File: src/hdl/deq_pkg.sv
`timescale 1ns / 1ps
// Shared types and constants for the double-ended queue.
// No dependencies; every other file in hdl/ uses this package.
package deq_pkg;

  localparam int DATA_W      = 32;
  localparam int COUNT_OUT_W = 5;

  typedef enum logic [1:0] {
    KIND_PUSH_FRONT = 2'd0,
    KIND_PUSH_BACK  = 2'd1,
    KIND_POP_FRONT  = 2'd2,
    KIND_POP_BACK   = 2'd3
  } kind_t;

  typedef enum logic [1:0] {
    ERR_OK    = 2'd0,
    ERR_EMPTY = 2'd1,
    ERR_FULL  = 2'd2
  } err_t;

  typedef enum logic {
    ST_IDLE = 1'b0,
    ST_POP  = 1'b1
  } state_t;

endpackage

File: src/hdl/deq_if.sv
`timescale 1ns / 1ps
// Valid/ready channel interfaces for the queue's operation and result words.
// Depends on deq_pkg for field widths.
interface deq_in_if;
  logic                                valid;
  logic                                ready;
  logic [1:0]                          kind;
  logic signed [deq_pkg::DATA_W-1:0]   value;

  modport source (output valid, kind, value, input ready);
  modport sink   (input valid, kind, value, output ready);
endinterface

interface deq_out_if;
  logic                                  valid;
  logic                                  ready;
  logic signed [deq_pkg::DATA_W-1:0]     front_value;
  logic signed [deq_pkg::DATA_W-1:0]     back_value;
  logic [deq_pkg::COUNT_OUT_W-1:0]       count;
  logic                                  empty_res;
  logic [1:0]                            error;

  modport source (output valid, front_value, back_value, count, empty_res, error,
                  input ready);
  modport sink   (input valid, front_value, back_value, count, empty_res, error,
                  output ready);
endinterface

File: src/hdl/deq_ring.sv
`timescale 1ns / 1ps
// Ring storage of the queue: one write port, one read port, registered read data.
// Depends on deq_pkg for the element width.
module deq_ring #(
  parameter int DEPTH = 16
) (
  input  logic                               clk,
  input  logic                               we,
  input  logic [$clog2(DEPTH)-1:0]           waddr,
  input  logic signed [deq_pkg::DATA_W-1:0]  wdata,
  input  logic                               re,
  input  logic [$clog2(DEPTH)-1:0]           raddr,
  output logic signed [deq_pkg::DATA_W-1:0]  rdata
);

  logic signed [deq_pkg::DATA_W-1:0] mem [DEPTH];
  logic signed [deq_pkg::DATA_W-1:0] rdata_r;

  always_ff @(posedge clk) begin
    if (we) begin
      mem[waddr] <= wdata;
    end
  end

  always_ff @(posedge clk) begin
    if (re) begin
      rdata_r <= mem[raddr];
    end
  end

  assign rdata = rdata_r;

endmodule

File: src/hdl/deq_ctrl.sv
`timescale 1ns / 1ps
// Queue control: front index, count, cached end values, pop sequencer and result register.
// Depends on deq_pkg and the channel interfaces in deq_if.sv; drives deq_ring.
module deq_ctrl #(
  parameter int DEPTH = 16
) (
  input  logic                               clk,
  input  logic                               rst_n,
  deq_in_if.sink                             in_ch,
  deq_out_if.source                          out_ch,
  output logic                               mem_we,
  output logic [$clog2(DEPTH)-1:0]           mem_waddr,
  output logic signed [deq_pkg::DATA_W-1:0]  mem_wdata,
  output logic                               mem_re,
  output logic [$clog2(DEPTH)-1:0]           mem_raddr,
  input  logic signed [deq_pkg::DATA_W-1:0]  mem_rdata
);

  localparam int IW = $clog2(DEPTH);
  localparam int CW = $clog2(DEPTH + 1);
  localparam int SW = CW + 1;
  localparam int DW = deq_pkg::DATA_W;
  localparam int OW = deq_pkg::COUNT_OUT_W;

  deq_pkg::state_t state_r, state_nxt;

  logic [IW-1:0]        first_r, first_nxt;
  logic [CW-1:0]        count_r, count_nxt;
  logic signed [DW-1:0] front_r, front_nxt;
  logic signed [DW-1:0] back_r, back_nxt;
  logic                 take_front_r, take_front_nxt;

  logic                 out_valid_r, out_valid_nxt;
  logic signed [DW-1:0] out_front_r, out_back_r;
  logic [CW-1:0]        out_count_r;
  deq_pkg::err_t        out_err_r;
  deq_pkg::err_t        err_nxt;
  logic                 load_out;

  logic                 accept;
  logic                 is_empty, is_full;
  logic [IW-1:0]        first_inc, first_dec;
  logic [SW-1:0]        tail_sum, lastm1_sum;
  logic [IW-1:0]        push_pos, lastm1_pos;
  logic [CW+OW-1:0]     count_ext;

  assign in_ch.ready = (state_r == deq_pkg::ST_IDLE) && (!out_valid_r || out_ch.ready);
  assign accept      = in_ch.valid && in_ch.ready;

  assign is_empty = (count_r == '0);
  assign is_full  = (count_r == CW'(DEPTH));

  assign first_inc = (first_r == IW'(DEPTH - 1)) ? '0 : first_r + IW'(1);
  assign first_dec = (first_r == '0) ? IW'(DEPTH - 1) : first_r - IW'(1);

  // Back slot for push, and the slot before the back for pop; used sums stay below 2*DEPTH.
  assign tail_sum   = SW'(first_r) + SW'(count_r);
  assign push_pos   = (tail_sum >= SW'(DEPTH)) ? IW'(tail_sum - SW'(DEPTH)) : IW'(tail_sum);
  assign lastm1_sum = tail_sum - SW'(2);
  assign lastm1_pos = (lastm1_sum >= SW'(DEPTH)) ? IW'(lastm1_sum - SW'(DEPTH))
                                                 : IW'(lastm1_sum);

  // Next state
  always_comb begin
    state_nxt = state_r;
    case (state_r)
      deq_pkg::ST_IDLE: begin
        if (accept && count_r > CW'(1) &&
            (deq_pkg::kind_t'(in_ch.kind) == deq_pkg::KIND_POP_FRONT ||
             deq_pkg::kind_t'(in_ch.kind) == deq_pkg::KIND_POP_BACK)) begin
          state_nxt = deq_pkg::ST_POP;
        end
      end
      deq_pkg::ST_POP: begin
        state_nxt = deq_pkg::ST_IDLE;
      end
      default: begin
        state_nxt = deq_pkg::ST_IDLE;
      end
    endcase
  end

  // Datapath, memory requests and result loading
  always_comb begin
    first_nxt      = first_r;
    count_nxt      = count_r;
    front_nxt      = front_r;
    back_nxt       = back_r;
    take_front_nxt = take_front_r;
    err_nxt        = deq_pkg::ERR_OK;
    load_out       = 1'b0;
    mem_we         = 1'b0;
    mem_waddr      = push_pos;
    mem_wdata      = in_ch.value;
    mem_re         = 1'b0;
    mem_raddr      = first_inc;

    case (state_r)
      deq_pkg::ST_IDLE: begin
        if (accept) begin
          case (deq_pkg::kind_t'(in_ch.kind))
            deq_pkg::KIND_PUSH_FRONT: begin
              load_out = 1'b1;
              if (is_full) begin
                err_nxt = deq_pkg::ERR_FULL;
              end else begin
                first_nxt = first_dec;
                count_nxt = count_r + CW'(1);
                mem_we    = 1'b1;
                mem_waddr = first_dec;
                front_nxt = in_ch.value;
                if (is_empty) begin
                  back_nxt = in_ch.value;
                end
              end
            end
            deq_pkg::KIND_PUSH_BACK: begin
              load_out = 1'b1;
              if (is_full) begin
                err_nxt = deq_pkg::ERR_FULL;
              end else begin
                count_nxt = count_r + CW'(1);
                mem_we    = 1'b1;
                back_nxt  = in_ch.value;
                if (is_empty) begin
                  front_nxt = in_ch.value;
                end
              end
            end
            deq_pkg::KIND_POP_FRONT, deq_pkg::KIND_POP_BACK: begin
              if (is_empty) begin
                load_out = 1'b1;
                err_nxt  = deq_pkg::ERR_EMPTY;
              end else begin
                count_nxt      = count_r - CW'(1);
                take_front_nxt = (deq_pkg::kind_t'(in_ch.kind) == deq_pkg::KIND_POP_FRONT);
                if (take_front_nxt) begin
                  first_nxt = first_inc;
                end
                if (count_r == CW'(1)) begin
                  // last element gone: report at once, ends read as zero
                  load_out  = 1'b1;
                  front_nxt = '0;
                  back_nxt  = '0;
                end else begin
                  // fetch the new end element, finish next cycle
                  mem_re    = 1'b1;
                  mem_raddr = take_front_nxt ? first_inc : lastm1_pos;
                end
              end
            end
            default: begin
              load_out = 1'b0;
            end
          endcase
        end
      end
      deq_pkg::ST_POP: begin
        load_out = 1'b1;
        if (take_front_r) begin
          front_nxt = mem_rdata;
        end else begin
          back_nxt = mem_rdata;
        end
      end
      default: begin
        load_out = 1'b0;
      end
    endcase
  end

  always_comb begin
    if (load_out) begin
      out_valid_nxt = 1'b1;
    end else if (out_ch.ready) begin
      out_valid_nxt = 1'b0;
    end else begin
      out_valid_nxt = out_valid_r;
    end
  end

  always_ff @(posedge clk) begin
    if (!rst_n) begin
      state_r      <= deq_pkg::ST_IDLE;
      first_r      <= '0;
      count_r      <= '0;
      front_r      <= '0;
      back_r       <= '0;
      take_front_r <= 1'b0;
      out_valid_r  <= 1'b0;
    end else begin
      state_r      <= state_nxt;
      first_r      <= first_nxt;
      count_r      <= count_nxt;
      front_r      <= front_nxt;
      back_r       <= back_nxt;
      take_front_r <= take_front_nxt;
      out_valid_r  <= out_valid_nxt;
    end
  end

  always_ff @(posedge clk) begin
    if (load_out) begin
      out_front_r <= (count_nxt == '0) ? '0 : front_nxt;
      out_back_r  <= (count_nxt == '0) ? '0 : back_nxt;
      out_count_r <= count_nxt;
      out_err_r   <= err_nxt;
    end
  end

  // Result count is reported modulo 32
  assign count_ext = {{OW{1'b0}}, out_count_r};

  assign out_ch.valid       = out_valid_r;
  assign out_ch.front_value = out_front_r;
  assign out_ch.back_value  = out_back_r;
  assign out_ch.count       = count_ext[OW-1:0];
  assign out_ch.empty_res   = (out_count_r == '0);
  assign out_ch.error       = out_err_r;

endmodule

File: src/hdl/double_ended_queue.sv
`timescale 1ns / 1ps
// Top level of the double-ended queue: control and ring storage.
// Depends on deq_pkg, deq_if.sv, deq_ring and deq_ctrl.
//
//   channel   direction  handshake     word
//   in_if     sink       valid/ready   kind, value
//   out_if    source     valid/ready   front_value, back_value, count, empty_res, error
//
// A push, a pop on an empty queue or a pop of the last element loads the result
// register directly; other pops first wait for the ring's registered read data.
// The end values are cached in registers, so only pops read the ring.
// Reset clears the index and count; the ring needs no clearing pass.
// A stalled result holds in the output register; a new word is taken in the
// cycle the pending result is taken.
module double_ended_queue #(
  parameter int DEPTH = 16
) (
  input  logic      clk,
  input  logic      rst_n,
  deq_in_if.sink    in_if,
  deq_out_if.source out_if
);

  localparam int IW = $clog2(DEPTH);

  logic                               mem_we;
  logic [IW-1:0]                      mem_waddr;
  logic signed [deq_pkg::DATA_W-1:0]  mem_wdata;
  logic                               mem_re;
  logic [IW-1:0]                      mem_raddr;
  logic signed [deq_pkg::DATA_W-1:0]  mem_rdata;

  deq_ctrl #(
    .DEPTH(DEPTH)
  ) u_ctrl (
    .clk       (clk),
    .rst_n     (rst_n),
    .in_ch     (in_if),
    .out_ch    (out_if),
    .mem_we    (mem_we),
    .mem_waddr (mem_waddr),
    .mem_wdata (mem_wdata),
    .mem_re    (mem_re),
    .mem_raddr (mem_raddr),
    .mem_rdata (mem_rdata)
  );

  deq_ring #(
    .DEPTH(DEPTH)
  ) u_ring (
    .clk   (clk),
    .we    (mem_we),
    .waddr (mem_waddr),
    .wdata (mem_wdata),
    .re    (mem_re),
    .raddr (mem_raddr),
    .rdata (mem_rdata)
  );

endmodule

File: src/flat_wrapper.sv
// flat-port wrapper written by rule: the top's interface ports become plain ports
module double_ended_queue_flat 
#(
  parameter int DEPTH = 16
)
  (clk, rst_n, in_if_valid, in_if_kind, in_if_value, in_if_ready, out_if_valid, out_if_front_value, out_if_back_value, out_if_count, out_if_empty_res, out_if_error, out_if_ready);
  deq_in_if in_if_i ();
  deq_out_if out_if_i ();
  input  logic clk;
  input  logic rst_n;
  input wire logic [$bits(in_if_i.valid)-1:0] in_if_valid;
  input wire logic [$bits(in_if_i.kind)-1:0] in_if_kind;
  input wire logic [$bits(in_if_i.value)-1:0] in_if_value;
  output wire logic [$bits(in_if_i.ready)-1:0] in_if_ready;
  output wire logic [$bits(out_if_i.valid)-1:0] out_if_valid;
  output wire logic [$bits(out_if_i.front_value)-1:0] out_if_front_value;
  output wire logic [$bits(out_if_i.back_value)-1:0] out_if_back_value;
  output wire logic [$bits(out_if_i.count)-1:0] out_if_count;
  output wire logic [$bits(out_if_i.empty_res)-1:0] out_if_empty_res;
  output wire logic [$bits(out_if_i.error)-1:0] out_if_error;
  input wire logic [$bits(out_if_i.ready)-1:0] out_if_ready;
  assign in_if_i.valid = in_if_valid;
  assign in_if_i.kind = in_if_kind;
  assign in_if_i.value = in_if_value;
  assign in_if_ready = in_if_i.ready;
  assign out_if_valid = out_if_i.valid;
  assign out_if_front_value = out_if_i.front_value;
  assign out_if_back_value = out_if_i.back_value;
  assign out_if_count = out_if_i.count;
  assign out_if_empty_res = out_if_i.empty_res;
  assign out_if_error = out_if_i.error;
  assign out_if_i.ready = out_if_ready;
  double_ended_queue #(.DEPTH(DEPTH)) u_core (.clk(clk), .rst_n(rst_n), .in_if(in_if_i), .out_if(out_if_i));
endmodule
File: config.mk
export PLATFORM = sky130hd
export DESIGN_NAME = double_ended_queue_flat
export DESIGN_NICKNAME = d
export VERILOG_FILES = /design/src/hdl/deq_pkg.sv /design/src/hdl/deq_if.sv /design/src/hdl/deq_ring.sv /design/src/hdl/deq_ctrl.sv /design/src/hdl/double_ended_queue.sv /design/src/flat_wrapper.sv
export SDC_FILE = /design/constraint.sdc
export NUM_CORES = 1
export LEC_CHECK = 0
export ABC_CLOCK_PERIOD_IN_PS = 6400
export BUFFER_PORTS_ARGS = -buffer_cell sky130_fd_sc_hd__buf_2
export CAP_MARGIN = 20
export CORE_MARGIN = 5
export CORE_UTILIZATION = 65
export CTS_CLUSTER_SIZE = 8
export DETAILED_ROUTE_END_ITERATION = 16
export GPL_ROUTABILITY_DRIVEN = 0
export PLACE_DENSITY = 0.83
export SYNTH_ARGS = -nofsm -noshare
export SYNTH_HDL_FRONTEND = slang
export SYNTH_SLANG_ARGS = --single-unit
File: constraint.sdc
create_clock -name clk -period 6.4 [get_ports clk]
set_input_delay 0.32 -clock clk [delete_from_list [all_inputs] [get_ports clk]]
set_output_delay 0.32 -clock clk [all_outputs]
set_load 0.05 [all_outputs]
======== Word-level counts from Yosys, hierarchy flattened ========
Memories as Yosys holds them, arrays and structs flattened. A register that Yosys moved wholly into a read port is not among the register bits.
Index checks and enable logic that the tools add are counted.
word-level totals
  register bits ........................... 147
  output and inout bits ................... 74
  bits of input ports ..................... 38
  logic and storage cells ................. 118
  memories kept ........................... 1
  memory bits (writable) .................. 512
memory list
  name               depth  width  rd ports  clocked after memory_dff  write ports  RTL line        source
  u_core.u_ring.mem  16     32     1         1                         1            deq_ring.sv:16  logic signed [deq_pkg::DATA_W-1:0] mem [DEPTH];
operators by class
  order comparisons ....................... 3
  add/sub/neg operators ................... 8
  mux-type cells .......................... 64
  bitwise logic cells ..................... 3
  equal/unequal tests ..................... 9
  reduce and logical (&&, ||, !) cells .... 19
operators by type and width
  kind                                                                    number
  32-bit two-way mux                                                      14
  32-bit one-hot mux with 3 select lines                                  2
  32-bit one-hot mux with 2 select lines                                  2
  4-bit two-way mux                                                       17
  5-bit two-way mux                                                       4
  1-bit two-way mux                                                       18
  5-bit zero test                                                         3
  6-bit by 5-bit >= comparator with 1-bit output (second input constant)  2
  4-bit by 1-bit subtractor with 4-bit output (second input constant)     3
  5-bit one-hot mux with 2 select lines                                   1
  4-bit one-hot mux with 2 select lines                                   1
  4-bit by 5-bit adder with 6-bit output                                  1
  2-bit inequality test (second input constant)                           3
  1-bit one-hot mux with 2 select lines                                   3
  6-bit AND reduction                                                     1
  2-bit OR reduction                                                      3
  6-bit by 2-bit subtractor with 6-bit output (second input constant)     1
  5-bit by 1-bit adder with 5-bit output (second input constant)          1
  5-bit by 1-bit == test with 1-bit output (second input constant)        1
  5-bit == test (second input constant)                                   1
  5-bit by 1-bit > comparator with 1-bit output (second input constant)   1
  5-bit by 1-bit subtractor with 5-bit output (second input constant)     1
  4-bit by 1-bit adder with 4-bit output (second input constant)          1
  2-bit == test (second input constant)                                   2
  12 further kinds                                                        19

======== Longest topological paths before layout ========
  depth in word-level cells ............... 10
  gate-level depth with buffers ........... 12
  depth with buffers taken out ............ 9

======== By module ========
Synthesis repeated with hierarchy kept, for this count alone.
second synthesis, totals
  cell total of the unflattened synthesis .. 1,563
  area, all modules ....................... 27,759.1 sq um
by module, submodules not included
  module    area each (sq um)  instances  seq. area each (sq um)  cells each
  deq_ring  20,155.6           1          16,335.7                838
  deq_ctrl  7,603.5            1          3,653.5                 725

======== Least setup slack after synthesis ========
OpenSTA, ideal clock, no wires.
  path kind ............................... flip-flop to flip-flop
  start ................................... reg u_core.u_ctrl.count_r[1]
  end ..................................... mem u_core.u_ring.mem[14][0] (netlist name), enable pin
  arrival time ............................ 3,199 ps
  period minus slack after synthesis ...... 3,620 ps
  data required time ...................... 5,979 ps
  setup slack ............................. 2,780 ps
  stages on the path, launching flop included .. 9
  buffers on the path ..................... 0
  setup time .............................. 421 ps
  cells stage by stage .................... dfxtp_1 > inv_1 > ha_1 > nor3b_1 > nand2_1 > nand3_1 > mux2i_1 > or2_2 > nor2_1
on the way
  longest elaborated chain between the ends .. 7
  elaborated cells on any way between the ends .. 15
  classes of those cells .................. 2 x add/sub; 1 x order compare; 1 x eq/ne; 11 x mux
ends and longest elaborated chain
  element                                                                         RTL line                          source
  start: declaration                                                              deq_ctrl.sv:28                    logic [CW-1:0] count_r, count_nxt;
  start signal: assignment                                                        deq_ctrl.sv:194                   count_r <= count_nxt;
  4-bit by 5-bit adder with 6-bit output / 5-bit == test (equally long branches)  deq_ctrl.sv:57, deq_ctrl.sv:51
  6-bit by 5-bit >= comparator with 1-bit output (tied with other cells)          deq_ctrl.sv:58                    assign push_pos = (tail_sum >= SW'(DEPTH)) ? IW'(tail_sum - SW'(DEPTH)) : IW'(tail_sum);
  4-bit two-way mux / 1-bit two-way mux (equally long branches)                   n/a
  4-bit two-way mux / 1-bit two-way mux (equally long branches)                   deq_ctrl.sv:104, deq_ctrl.sv:100
  4-bit two-way mux / 1-bit two-way mux (equally long branches)                   deq_ctrl.sv:101, deq_ctrl.sv:98
  4-bit two-way mux / 1-bit two-way mux (equally long branches)                   deq_ctrl.sv:100, deq_ring.sv:20
  4-bit two-way mux / 1-bit two-way mux (equally long branches)                   deq_ctrl.sv:98, deq_ring.sv:21
  end: declaration                                                                deq_ring.sv:16
Parallel ways exist; a longest one is shown, timed or not.

======== Worst setup path after layout ========
  start ................................... reg u_core.u_ctrl.count_r[1]
  end ..................................... reg u_core.u_ring.rdata_r (netlist bit u_core.u_ring.rdata[26]), read port of u_core.u_ring.mem, data pin
on the way
  longest elaborated chain between the ends .. 10
  elaborated cells on any way between the ends .. 18
  classes of those cells .................. 3 x add/sub; 1 x order compare; 1 x eq/ne; 12 x mux; 1 x reduce/logical
ends and longest elaborated chain
  element                                                                                                               RTL line         source
  4-bit by 5-bit adder with 6-bit output                                                                                deq_ctrl.sv:57   assign tail_sum = SW'(first_r) + SW'(count_r);
  6-bit by 2-bit subtractor with 6-bit output                                                                           deq_ctrl.sv:59   assign lastm1_sum = tail_sum - SW'(2);
  6-bit by 5-bit >= comparator with 1-bit output / 4-bit by 1-bit subtractor with 4-bit output (equally long branches)  deq_ctrl.sv:60   assign lastm1_pos = (lastm1_sum >= SW'(DEPTH)) ? IW'(lastm1_sum - SW'(DEPTH))
  4-bit two-way mux                                                                                                     deq_ctrl.sv:60
  4-bit two-way mux                                                                                                     deq_ctrl.sv:148  mem_raddr = take_front_nxt ? first_inc : lastm1_pos;
  4-bit two-way mux                                                                                                     deq_ctrl.sv:140  if (count_r == CW'(1)) begin
  4-bit two-way mux                                                                                                     deq_ctrl.sv:131  if (is_empty) begin
  4-bit two-way mux                                                                                                     deq_ctrl.sv:101  case (deq_pkg::kind_t'(in_ch.kind))
  4-bit two-way mux                                                                                                     deq_ctrl.sv:100  if (accept) begin
  4-bit two-way mux                                                                                                     deq_ctrl.sv:98   case (state_r)
  end: declaration                                                                                                      deq_ring.sv:17   logic signed [deq_pkg::DATA_W-1:0] rdata_r;
Parallel ways exist; a longest one is shown, timed or not.
A chain may end at the register's enable or synchronous reset.

==> qor.txt <==
switch share = 30.0%
PwrDens = 394 mW/mm2
setup tns final = 0 ps
total core area = 0.0428 mm2
post-cts resize count = 0
critical path startpoint category = flip-flop
die height = 217 um
crit path capture = u_core.u_ring.rdata[26]$_DFFE_PP_
Crit path largest cell delay = 840 ps
Comb power frac = 20.0%
WHS = 111 ps
max-cap viol count = 0
synthesized flop and latch total = 691
vias = 19.4k
Worst Tran Pin Value = 1140 ps
Worst R2R Path Depth = 10
Starting Density = 65.2%
ys flop type = edfxtp_1
cell area after placement = 0.0289 mm2
static leakage = 11.2 nW
Fill cells = 2,338
asr flop ratio synth = 0%
crit-path cells = inv_1 > ha_1 > o21ai_0 > nand2_1 > o21ai_4 > buf_4 > buf_4 > a21oi_1 > a221oi_1 > or4_1
Clock Tree Buf Depth = 3
Mapped Cells = 2,038
DP HPWL = 39.6 mm
Area Growth Syn to Fin = 13.3%
status = completed
htree depth = 3
Setup crit end kind = flip-flop
worst reg2reg setup slack = 2090 ps
RSZ-0062 raised after global routing = no
CTS tree = yes
Clock Latency Late Sink = 630 ps
Psw = 3.74 mW
fin crit period = 4310 ps
post-CTS setup buffers = 0
fmax = 0.232 GHz
initial antenna violation count = 3
grt ovf = 0
commonest cells after routing, fill and taps aside = edfxtp_1, nand2_1, a21oi_1
post-synth cell types = 77
Syn Nets = 2,086
post-synthesis sequential area ratio = 71.6%
die width = 217 um
mean routed wirelength per cell = 27.9 um
clk root buf = clkbuf_16
Worst-path clk slew = 60 ps
Cell Rows = 76
Reg-to-Reg End = u_core.u_ring.rdata[26]$_DFFE_PP_
I/O Buffers = 111
Syn Std Cell Area = 0.0279 mm2
endpoints failing hold = 0
Detailed Route Iter0 Violations = 3,393
Fin Clk Skew = 20.8 ps
first-pass detailed-route iteration total = 12
remaining antenna violation count after routing = 0
worst path arrival time = 4800 ps
R2R Path Start = u_core.u_ctrl.count_r[1]$_SDFF_PN0_
cell mode on critical path = buf_4
slowest CP cell = buf_4
total global routing track utilization = 31.8%
first-pass GRT wire length = 113 mm
warnings from Yosys = 0
Slew HR = 24.0%
Setup CP Type = flip-flop to flip-flop
crit path from = u_core.u_ctrl.count_r[1]$_SDFF_PN0_
CP Data Required Time = 6890 ps
P_int = 8.72 mW
die area = 0.0472 mm2
Tightest Hold Check Type = input pin to flip-flop
Critical Path Fanout Max = 77
DR DRC count = 0
share of layout cells above drive strength 1 = 18.7%
vias in the first global route = 19.2k
commonest non-fill, non-tap cell in the layout = edfxtp_1
CTS buffer count = 96
sequential power share = 43.1%
Post-synth EDFFs = 615
clock network power share = 36.9%
fin. max-slew vios = 0
Final Setup Violations = 0
largest net degree at the start of global routing = 178
Nets = 2,190
Via density = 7.13
syn avg cell area = 13.7 um2
Finished Cell Area = 0.0316 mm2
Core Util, Final = 73.9%
I/O Pins = 112
final wirelength = 76.2 mm
# clock sinks = 691
Final Cycle Share = 67.3%
maximum VDD drop = 0.250 mV
==> worst min-delay path by stage <==
stage                                             from                                      end  depth (start not counted)
global placement    u_core.u_ctrl.back_r[1]$_SDFF_PN0_       u_core.u_ctrl.back_r[1]$_SDFF_PN0_                          2
detailed placement  u_core.u_ctrl.back_r[1]$_SDFF_PN0_       u_core.u_ctrl.back_r[1]$_SDFF_PN0_                          2
finish                                   in_if_kind[0]  u_core.u_ctrl.take_front_r$_SDFFE_PN0P_                          2
CTS                                      in_if_kind[0]  u_core.u_ctrl.take_front_r$_SDFFE_PN0P_                          2
global route                            in_if_value[2]       u_core.u_ring.mem[12][2]$_DFFE_PP_                          1
floorplan                               in_if_value[0]        u_core.u_ring.mem[0][0]$_DFFE_PP_                          0
==> logic make-up (layout without fill, tap and decap cells) <==
group / Yosys count / in the layout / share of synthesized area, %
DFF: 691 / 691 / 71.6
and+or+nand+nor: 571 / 571 / 9.32
AOI/OAI and AO/OA: 546 / 546 / 13.4
buffers and inverters: 165 / 309 / 3.00
muxes: 44 / 44 / 1.76
xor gates and xnor gates: 11 / 11 / 0.394
adders and majority gates: 10 / 10 / 0.475
other: 0 / 1 / 0
==> registers in the layout, indices dropped and copies added, names as in the netlist <==
register,count
u_core.u_ctrl.count_r,5
u_core.u_ctrl.out_ch.back_value,32
u_core.u_ctrl.first_r,4
u_core.u_ring.mem,512
u_core.u_ctrl.back_r,32
u_core.u_ctrl.out_ch.count,5
u_core.u_ring.rdata,32
u_core.u_ctrl.out_ch.valid,1
u_core.u_ctrl.out_ch.front_value,32
u_core.u_ctrl.out_ch.error,2
u_core.u_ctrl.front_r,32
u_core.u_ctrl.take_front_r,1
u_core.u_ctrl.state_r,1
==> through the flow <==
| step | power, mW | worst slack, ps | cells |
|---|---|---|---|
| detailed placement | 7.83 | 2330 | 2584 |
| floorplan | 7.24 | 2780 | 2038 |
| finish | 12.5 | 2090 | 2729 |
| CTS | 12.4 | 2260 | 2724 |
| global placement | 7.74 | 2470 | 2583 |
| global route | 12.8 | 1970 | 2728 |
==> final cells by class <==
class | count | area [um2] | share of cell area [%]
timing repair buffer | 158 | 961 | 3.04
multi-input combinational | 1182 | 7260 | 22.9
clock inverter | 6 | 110 | 0.348
antenna | 1 | 2.50 | 0.00791
inverter | 13 | 48.8 | 0.154
clock buffer | 132 | 2580 | 8.16
tap | 546 | 683 | 2.16
sequential | 691 | 20000 | 63.2
==> power groups by stage <==
| stage | clock network [mW] | logic, mW | registers (mW) |
|---|---|---|---|
| 2_1_floorplan | 0 | 1.46 | 5.78 |
| 3_3_place_gp | 0 | 2.31 | 5.43 |
| 3_5_place_dp | 0 | 2.39 | 5.44 |
| 4_1_cts | 4.61 | 2.44 | 5.36 |
| 5_1_grt | 4.83 | 2.63 | 5.38 |
| 6_report | 4.59 | 2.50 | 5.37 |
==> cell usage after synthesis, types with 9 or more instances <==
cell	n	area share (%)
edfxtp_1	615	66
nand2_1	284	3.8
a21oi_1	265	4.8
a221oi_1	163	5.1
nor2_1	146	2.0
dfxtp_1	76	5.5
nor2_2	61	1.4
clkbuf_1	57	0.77
buf_2	51	0.91
mux2_2	37	1.5
a22oi_1	36	0.97
or4_1	33	0.89
a222oi_1	26	0.93
buf_1	16	0.22
buf_4	15	0.40
buf_6	13	0.52
inv_1	12	0.16
a22o_1	10	0.31
o21ai_0	10	0.18
ha_1	9	0.40
==> timing repair <==
item,4_1_cts,5_1_grt
hold buffers,2,0
setup endpoints to repair,0,0
hold endpoints to repair,4,0
==> routing by layer <==
layer	vias to the layer above	global-route usage, %	part of all wire, %
met5	-	0	0.026
met4	2	16.5	5.3
met3	352	7.09	15
met2	1698	49.9	46
met1	9350	42.5	34
li1	8043	-	-
==> worst max-delay path, delay by kind of cell, from the launching register on <==
family	cells	cell delay [ps]
flip-flops	1	490
AND/OR/NAND/NOR	2	520
adder cells (fa/ha/maj)	1	300
buffers and inverters	3	1560
AO/OA/AOI/OAI	4	1190
No activity file was read; power rests on OpenSTA's default activity.
